**config.mk**
```make
export PLATFORM = sky130hd
export DESIGN_NAME = erm_cordic
export DESIGN_NICKNAME = d
export VERILOG_FILES = /design/src/erm_pkg.sv /design/src/erm_cordic.sv
export SDC_FILE = /design/constraint.sdc
export NUM_CORES = 2
export LEC_CHECK = 0
export BUFFER_PORTS_ARGS = -buffer_cell sky130_fd_sc_hd__buf_2
export CAP_MARGIN = 10
export CELL_PAD_IN_SITES_DETAIL_PLACEMENT = 0
export CELL_PAD_IN_SITES_GLOBAL_PLACEMENT = 2
export CORE_MARGIN = 10
export CORE_UTILIZATION = 44
export CTS_BUF_LIST = sky130_fd_sc_hd__clkbuf_4
export DETAILED_ROUTE_END_ITERATION = 8
export PLACE_DENSITY = 0.9
export SLEW_MARGIN = 20
export SYNTH_ARGS = -nofsm -noshare
export SYNTH_HDL_FRONTEND = slang
export SYNTH_SLANG_ARGS = --single-unit
```
**constraint.sdc**
```tcl
create_clock -name clk -period 7.2 [get_ports clk]
set_input_delay 1.44 -clock clk [delete_from_list [all_inputs] [get_ports clk]]
set_output_delay 1.44 -clock clk [all_outputs]
set_load 0.05 [all_outputs]
```
**src/erm_pkg.sv**
```systemverilog
package erm_pkg;

    localparam int TRIG_STAGES   = 14;
    localparam int ATAN_LEN      = 24;
    localparam int CORDIC_STAGES = (TRIG_STAGES > ATAN_LEN) ? ATAN_LEN : TRIG_STAGES;

    localparam int ANGLE_W = 16;
    localparam int ENTRY_W = 16;
    localparam int RED_W   = 35;   // scaled angle before reduction
    localparam int CW      = 33;   // CORDIC x, y, z
    localparam int TRIG_W  = 22;   // Q20 sine and cosine
    localparam int PROD_W  = 2 * TRIG_W;
    localparam int SUM_W   = 64;

    // reduction, fold, rounding and the four matrix stages
    localparam int LATENCY = CORDIC_STAGES + 7;

    localparam logic signed [RED_W-1:0] PI_Q30      = 35'sd3373259426;
    localparam logic signed [RED_W-1:0] TWO_PI_Q30  = 35'sd6746518852;
    localparam logic signed [RED_W-1:0] HALF_PI_Q30 = 35'sd1686629713;
    localparam logic signed [CW-1:0]    GAIN_Q30    = 33'sd652032874;

    typedef logic signed [TRIG_W-1:0] trig_t;
    typedef logic signed [PROD_W-1:0] prod_t;
    typedef logic signed [SUM_W-1:0]  sum_t;
    typedef logic signed [ENTRY_W-1:0] entry_t;

    function automatic logic signed [CW-1:0] atan_q30(input int idx);
        logic signed [CW-1:0] t;
        case (idx)
            0:       t = 33'sh03243F6A8;
            1:       t = 33'sh01DAC6705;
            2:       t = 33'sh00FADBAFC;
            3:       t = 33'sh007F56EA6;
            4:       t = 33'sh003FEAB76;
            5:       t = 33'sh001FFD55B;
            6:       t = 33'sh000FFFAAA;
            7:       t = 33'sh0007FFF55;
            8:       t = 33'sh0003FFFEA;
            9:       t = 33'sh0001FFFFD;
            10:      t = 33'sh0000FFFFF;
            11:      t = 33'sh00007FFFF;
            12:      t = 33'sh00003FFFF;
            13:      t = 33'sh00001FFFF;
            14:      t = 33'sh00000FFFF;
            15:      t = 33'sh000007FFF;
            16:      t = 33'sh000003FFF;
            17:      t = 33'sh000001FFF;
            18:      t = 33'sh000000FFF;
            19:      t = 33'sh0000007FF;
            20:      t = 33'sh0000003FF;
            21:      t = 33'sh0000001FF;
            22:      t = 33'sh0000000FF;
            23:      t = 33'sh00000007F;
            default: t = '0;
        endcase
        return t;
    endfunction

    // Q60 to Q2.14: round half up, then clamp
    function automatic entry_t round_sat(input sum_t v);
        sum_t r;
        r = (v + (64'sd1 <<< 45)) >>> 46;
        if (r > 64'sd32767)
            return 16'sh7FFF;
        if (r < -64'sd32768)
            return 16'sh8000;
        return r[ENTRY_W-1:0];
    endfunction

endpackage

```
**src/erm_cordic.sv**
```systemverilog
module erm_cordic (
    input  logic                                clk,
    input  logic                                en,
    input  logic signed [erm_pkg::ANGLE_W-1:0]  angle,
    output erm_pkg::trig_t                      sin_q20,
    output erm_pkg::trig_t                      cos_q20
);
    import erm_pkg::*;

    localparam int N = CORDIC_STAGES;

    logic signed [RED_W-1:0] z1_reg;
    logic signed [RED_W-1:0] z1_next;
    logic signed [RED_W-1:0] zf;

    logic signed [CW-1:0] x_reg [1:N];
    logic signed [CW-1:0] y_reg [1:N];
    logic signed [CW-1:0] z_reg [0:N];
    logic                 neg_reg [0:N];
    logic signed [CW-1:0] x_s [0:N];
    logic signed [CW-1:0] y_s [0:N];
    trig_t                sin_reg;
    trig_t                cos_reg;

    logic signed [CW-1:0] xo;
    logic signed [CW-1:0] yo;
    logic signed [CW-1:0] xr;
    logic signed [CW-1:0] yr;

    // reduce to (-pi, pi]
    always_comb
    begin
        z1_next = RED_W'(angle) <<< 18;
        if (z1_next > PI_Q30)
            z1_next = z1_next - TWO_PI_Q30;
        else if (z1_next < -PI_Q30)
            z1_next = z1_next + TWO_PI_Q30;
    end

    always_ff @(posedge clk)
    begin
        if (en)
        begin
            z1_reg <= z1_next;
        end
    end

    // fold into [-pi/2, pi/2], negate both outputs at the end
    always_comb
    begin
        zf = z1_reg;
        if (z1_reg > HALF_PI_Q30)
            zf = z1_reg - PI_Q30;
        else if (z1_reg < -HALF_PI_Q30)
            zf = z1_reg + PI_Q30;
    end

    always_ff @(posedge clk)
    begin
        if (en)
        begin
            z_reg[0]   <= zf[CW-1:0];
            neg_reg[0] <= (z1_reg > HALF_PI_Q30) || (z1_reg < -HALF_PI_Q30);
        end
    end

    assign x_s[0] = GAIN_Q30;
    assign y_s[0] = '0;

    for (genvar i = 0; i < N; i++)
    begin : g_stage
        if (i > 0)
        begin : g_tap
            assign x_s[i] = x_reg[i];
            assign y_s[i] = y_reg[i];
        end
        always_ff @(posedge clk)
        begin
            if (en)
            begin
                if (z_reg[i] >= 0)
                begin
                    x_reg[i+1] <= x_s[i] - (y_s[i] >>> i);
                    y_reg[i+1] <= y_s[i] + (x_s[i] >>> i);
                    z_reg[i+1] <= z_reg[i] - atan_q30(i);
                end
                else
                begin
                    x_reg[i+1] <= x_s[i] + (y_s[i] >>> i);
                    y_reg[i+1] <= y_s[i] - (x_s[i] >>> i);
                    z_reg[i+1] <= z_reg[i] + atan_q30(i);
                end
                neg_reg[i+1] <= neg_reg[i];
            end
        end
    end

    assign x_s[N] = x_reg[N];
    assign y_s[N] = y_reg[N];

    always_comb
    begin
        xo = neg_reg[N] ? -x_s[N] : x_s[N];
        yo = neg_reg[N] ? -y_s[N] : y_s[N];
        xr = (xo + 33'sd512) >>> 10;
        yr = (yo + 33'sd512) >>> 10;
    end

    always_ff @(posedge clk)
    begin
        if (en)
        begin
            cos_reg <= xr[TRIG_W-1:0];
            sin_reg <= yr[TRIG_W-1:0];
        end
    end

    assign sin_q20 = sin_reg;
    assign cos_q20 = cos_reg;

endmodule

```
==> metrics.csv <==
stage,metric,value,unit
run_status,status,"complete, no violations",
detailed_routing,wire per inst,18.7,um
timing,worst slew pin tran,0.983,ns
timing,Setup TNS,0,ns
die,Die Y,517,um
final_layout,share of cells above drive strength 1,0.0715,
place,IO Port Bufs,61,
logic_synthesis,largest family of logic cells by synthesized area,compound AO/OA/AOI/OAI gates,
critical_path,startpoint types,register,
detailed_routing,DRT Pass-1 Iters,7,
logic_synthesis,Syn Area/Cell,9.67,um^2
detailed_routing,detailed-route vias per instance,5.72,
cts,H-tree depth,5,
grt,first-pass GRT wire length,451,mm
logic_synthesis,yosys warns,0,
logic_synthesis,post-synthesis xor/xnor area fraction,0.134,
cts,Bufs on Longest Clock Path,4,
min_path,HP Class,input pin to register,
timing,Final Skew,0.136,ns
place,pre-CTS setup slack,0.415,ns
place,Post-DP HPWL,222,mm
grt,grt ovf,0,
cts,clock latency on the worst-skew pair,1.46,ns
detailed_routing,Remaining DRCs,0,
critical_path,"critical path, cell by cell",inv_1 > ha_1 > nor3b_1 > nand2_1 > o31ai_1 > xor2_1 > ha_1 > a21o_1 > a21oi_1 > o31ai_1 > a221oi_1 > o21ai_0 > a311oi_1 > o21bai_1 > a21o_1 > a221oi_1 > xor2_1,
critical_path,CP required,8.24,ns
critical_path,Worst R2R Setup Slack,0.79,ns
logic_synthesis,compound-gate portion of the synthesized area,0.197,
place,GP Congestion,0.927,
final_layout,Syn-to-layout area delta,8.35,%
die,Initial Util,0.442,
final_layout,Final Util,0.479,
critical_path,CP max FO,6,
die,Ports,62,
logic_synthesis,Mapped Nets,12502,
timing,Max Freq,0.156,GHz
detailed_routing,1st-iter DRT viols,6111,
final_layout,number of flip-flops in the largest register,429,
critical_path,Worst EP arrival,7.45,ns
critical_path,CP Class,register to register,
timing,relative slew slack,0.327,
logic_synthesis,Post-Syn Instances,11252,
detailed_routing,Vias,86475,
logic_synthesis,Synth Area in Adders,0.144,
die,num rows,182,
logic_synthesis,Yosys cell types,90,
detailed_routing,aggregate routed wire length,283,mm
logic_synthesis,#FFs+latches synth,1322,
logic_synthesis,Synth Cell Area,0.109,mm^2
logic_synthesis,fraction of registers with async set/reset,0,
cts,CTS Buf Count,389,
cts,cts repair resizes,0,
timing,final worst slack,0.795,ns
timing,RSZ-0062 raised after global routing,no,
critical_path,kind of capture point of the worst setup path,register,
cts,Worst-path clk slew,0.06,ns
cts,CTS tree,done,
place,Placed Instances,14438,
timing,final setup violation count,0,
timing,final period utilization,0.890,
cts,post-CTS setup buffers,0,
timing,"Slew Viols, Final",0,
logic_synthesis,simple-gate share of the synthesized area,0.130,
critical_path,Critical path buffers and inverters,1,
cts,clk root buf,clkbuf_4,
grt,GR Util All Layers,0.205,
final_layout,nets,12859,
logic_synthesis,"Seq/Total Area, Yosys",0.365,
logic_synthesis,"EDFF count, synth",1322,
die,Die Area,0.268,mm^2
job,max-cap viol count,0,
grt,initial antenna violation count,5,
critical_path,Crit path largest cell delay,0.80,ns
cts,hold buffers post-CTS,0,
critical_path,CP top delay family,compound AO/OA/AOI/OAI gates,
grt,vias in the first global route,84062,
timing,endpoints failing hold,0,
detailed_routing,DRT antenna net count,0,
logic_synthesis,mux contribution to synthesized area,0.00698,
timing,Final min period,6.41,ns
critical_path,"slowest stage cell, crit path",nor3b_1,
logic_synthesis,Main synth FF type,edfxtp_1,
die,DIE WIDTH,517,um
final_layout,Non-Filler Instances,15109,
grt,largest net degree at the start of global routing,146,
cts,clk sink count,1322,
die,Core Box Area,0.246,mm^2
==> cell usage in the layout (no fill, tap or decap), types with 62 or more instances in the layout <==
cell and instances:
a211oi_1 87, a21o_1 443, a21oi_1 1116, a31oi_1 96, and3_1 98, buf_4 81
clkbuf_4 523, clkinv_1 98, edfxtp_1 1322, ha_1 1197, inv_1 458, nand2_1 664
nand2b_1 160, nand3_1 201, nand4_1 81, nor2_1 893, nor2b_1 138, nor3_1 282
nor4_1 97, o21a_1 198, o21ai_0 601, o21bai_1 167, o31ai_1 123, o41ai_1 62
or3_1 75, xnor2_1 1156, xor2_1 511
==> cell usage after synthesis (32+ instances only) <==
| cell type | n | share of area |
|---|---|---|
| and3_1 | 98 | 0.0056 |
| ha_1 | 1197 | 0.14 |
| o21bai_1 | 167 | 0.012 |
| nor2_1 | 893 | 0.031 |
| a31oi_1 | 96 | 0.0055 |
| o211ai_1 | 53 | 0.0037 |
| o31ai_1 | 123 | 0.0085 |
| xor2_1 | 511 | 0.041 |
| a211o_1 | 35 | 0.0028 |
| and2_1 | 55 | 0.0032 |
| nor4_1 | 97 | 0.0056 |
| nand2b_1 | 160 | 0.0092 |
| a2111oi_0 | 33 | 0.0027 |
| fa_1 | 35 | 0.0064 |
| nor3_1 | 282 | 0.013 |
| a21oi_1 | 1116 | 0.051 |
| o21ai_0 | 601 | 0.028 |
| o41ai_1 | 62 | 0.0050 |
| edfxtp_1 | 1322 | 0.36 |
| mux2i_1 | 50 | 0.0046 |
| nor2b_1 | 138 | 0.0079 |
| or4_1 | 47 | 0.0032 |
| xnor2_1 | 1156 | 0.093 |
| a21boi_0 | 51 | 0.0035 |
| inv_1 | 460 | 0.016 |
| a211oi_1 | 87 | 0.0060 |
| o21a_1 | 198 | 0.014 |
| nand3_1 | 201 | 0.0092 |
| a21o_1 | 443 | 0.031 |
| o2111ai_1 | 32 | 0.0026 |
| nand4_1 | 81 | 0.0047 |
| nand2_1 | 666 | 0.023 |
| or3_1 | 75 | 0.0043 |
| or2_2 | 46 | 0.0026 |
| clkbuf_1 | 152 | 0.0052 |
==> stage by stage <==
step	cell area, um^2	hold slack (ns)
CTS	118000	0.195
floorplan	109000	0.400
global route	118000	0.263
detailed placement	113000	0.406
global placement	113000	0.401
finish	118000	0.355
==> path summary, 6_finish.rpt <==
| path | startpoint | endpoint | cells past startpoint |
|---|---|---|---|
| hold reg to reg | neg_reg[1][1] | neg_reg[1][2] | 0 |
| setup / recovery | x_reg[0][102] | y_reg[0][164] | 17 |
| hold / removal | angle[1] | z1_reg[19] | 3 |
| setup reg to reg | x_reg[0][102] | y_reg[0][164] | 17 |
==> kinds of logic after synthesis <==
| kind of cell | Yosys count |
|---|---|
| buf+inv | 650 |
| mux | 73 |
| fa+ha+maj | 1234 |
| simple gates | 2939 |
| flops | 1322 |
| xor+xnor | 1668 |
| compound gates | 3366 |
==> layer usage <==
layer | global-route usage | wire, um
met5 | 0 | 0
met4 | 0.0587 | 7220
met3 | 0.0295 | 14000
met2 | 0.349 | 135000
met1 | 0.270 | 127000
==> worst min-delay path: cells and delay by family <==
family          cells  cell delay, ns
simple gates        1            0.04
compound gates      1            0.06
buf+inv             1            0.09
==> area by class of cell <==
cell class | instances | area (um^2)
fillers | 23120 | 128000
multi-input cells | 9280 | 66700
flip-flops and latches | 1322 | 39700
well taps | 3220 | 4030
clock buffers | 523 | 3930
inverters | 468 | 1760
repair buffers | 148 | 1040
clock inverters | 138 | 766
diodes | 10 | 25.0
Power is left out: the tool's default activity adds up to more than one toggle a clock period on the data nets, which glitch-free logic cannot reach.
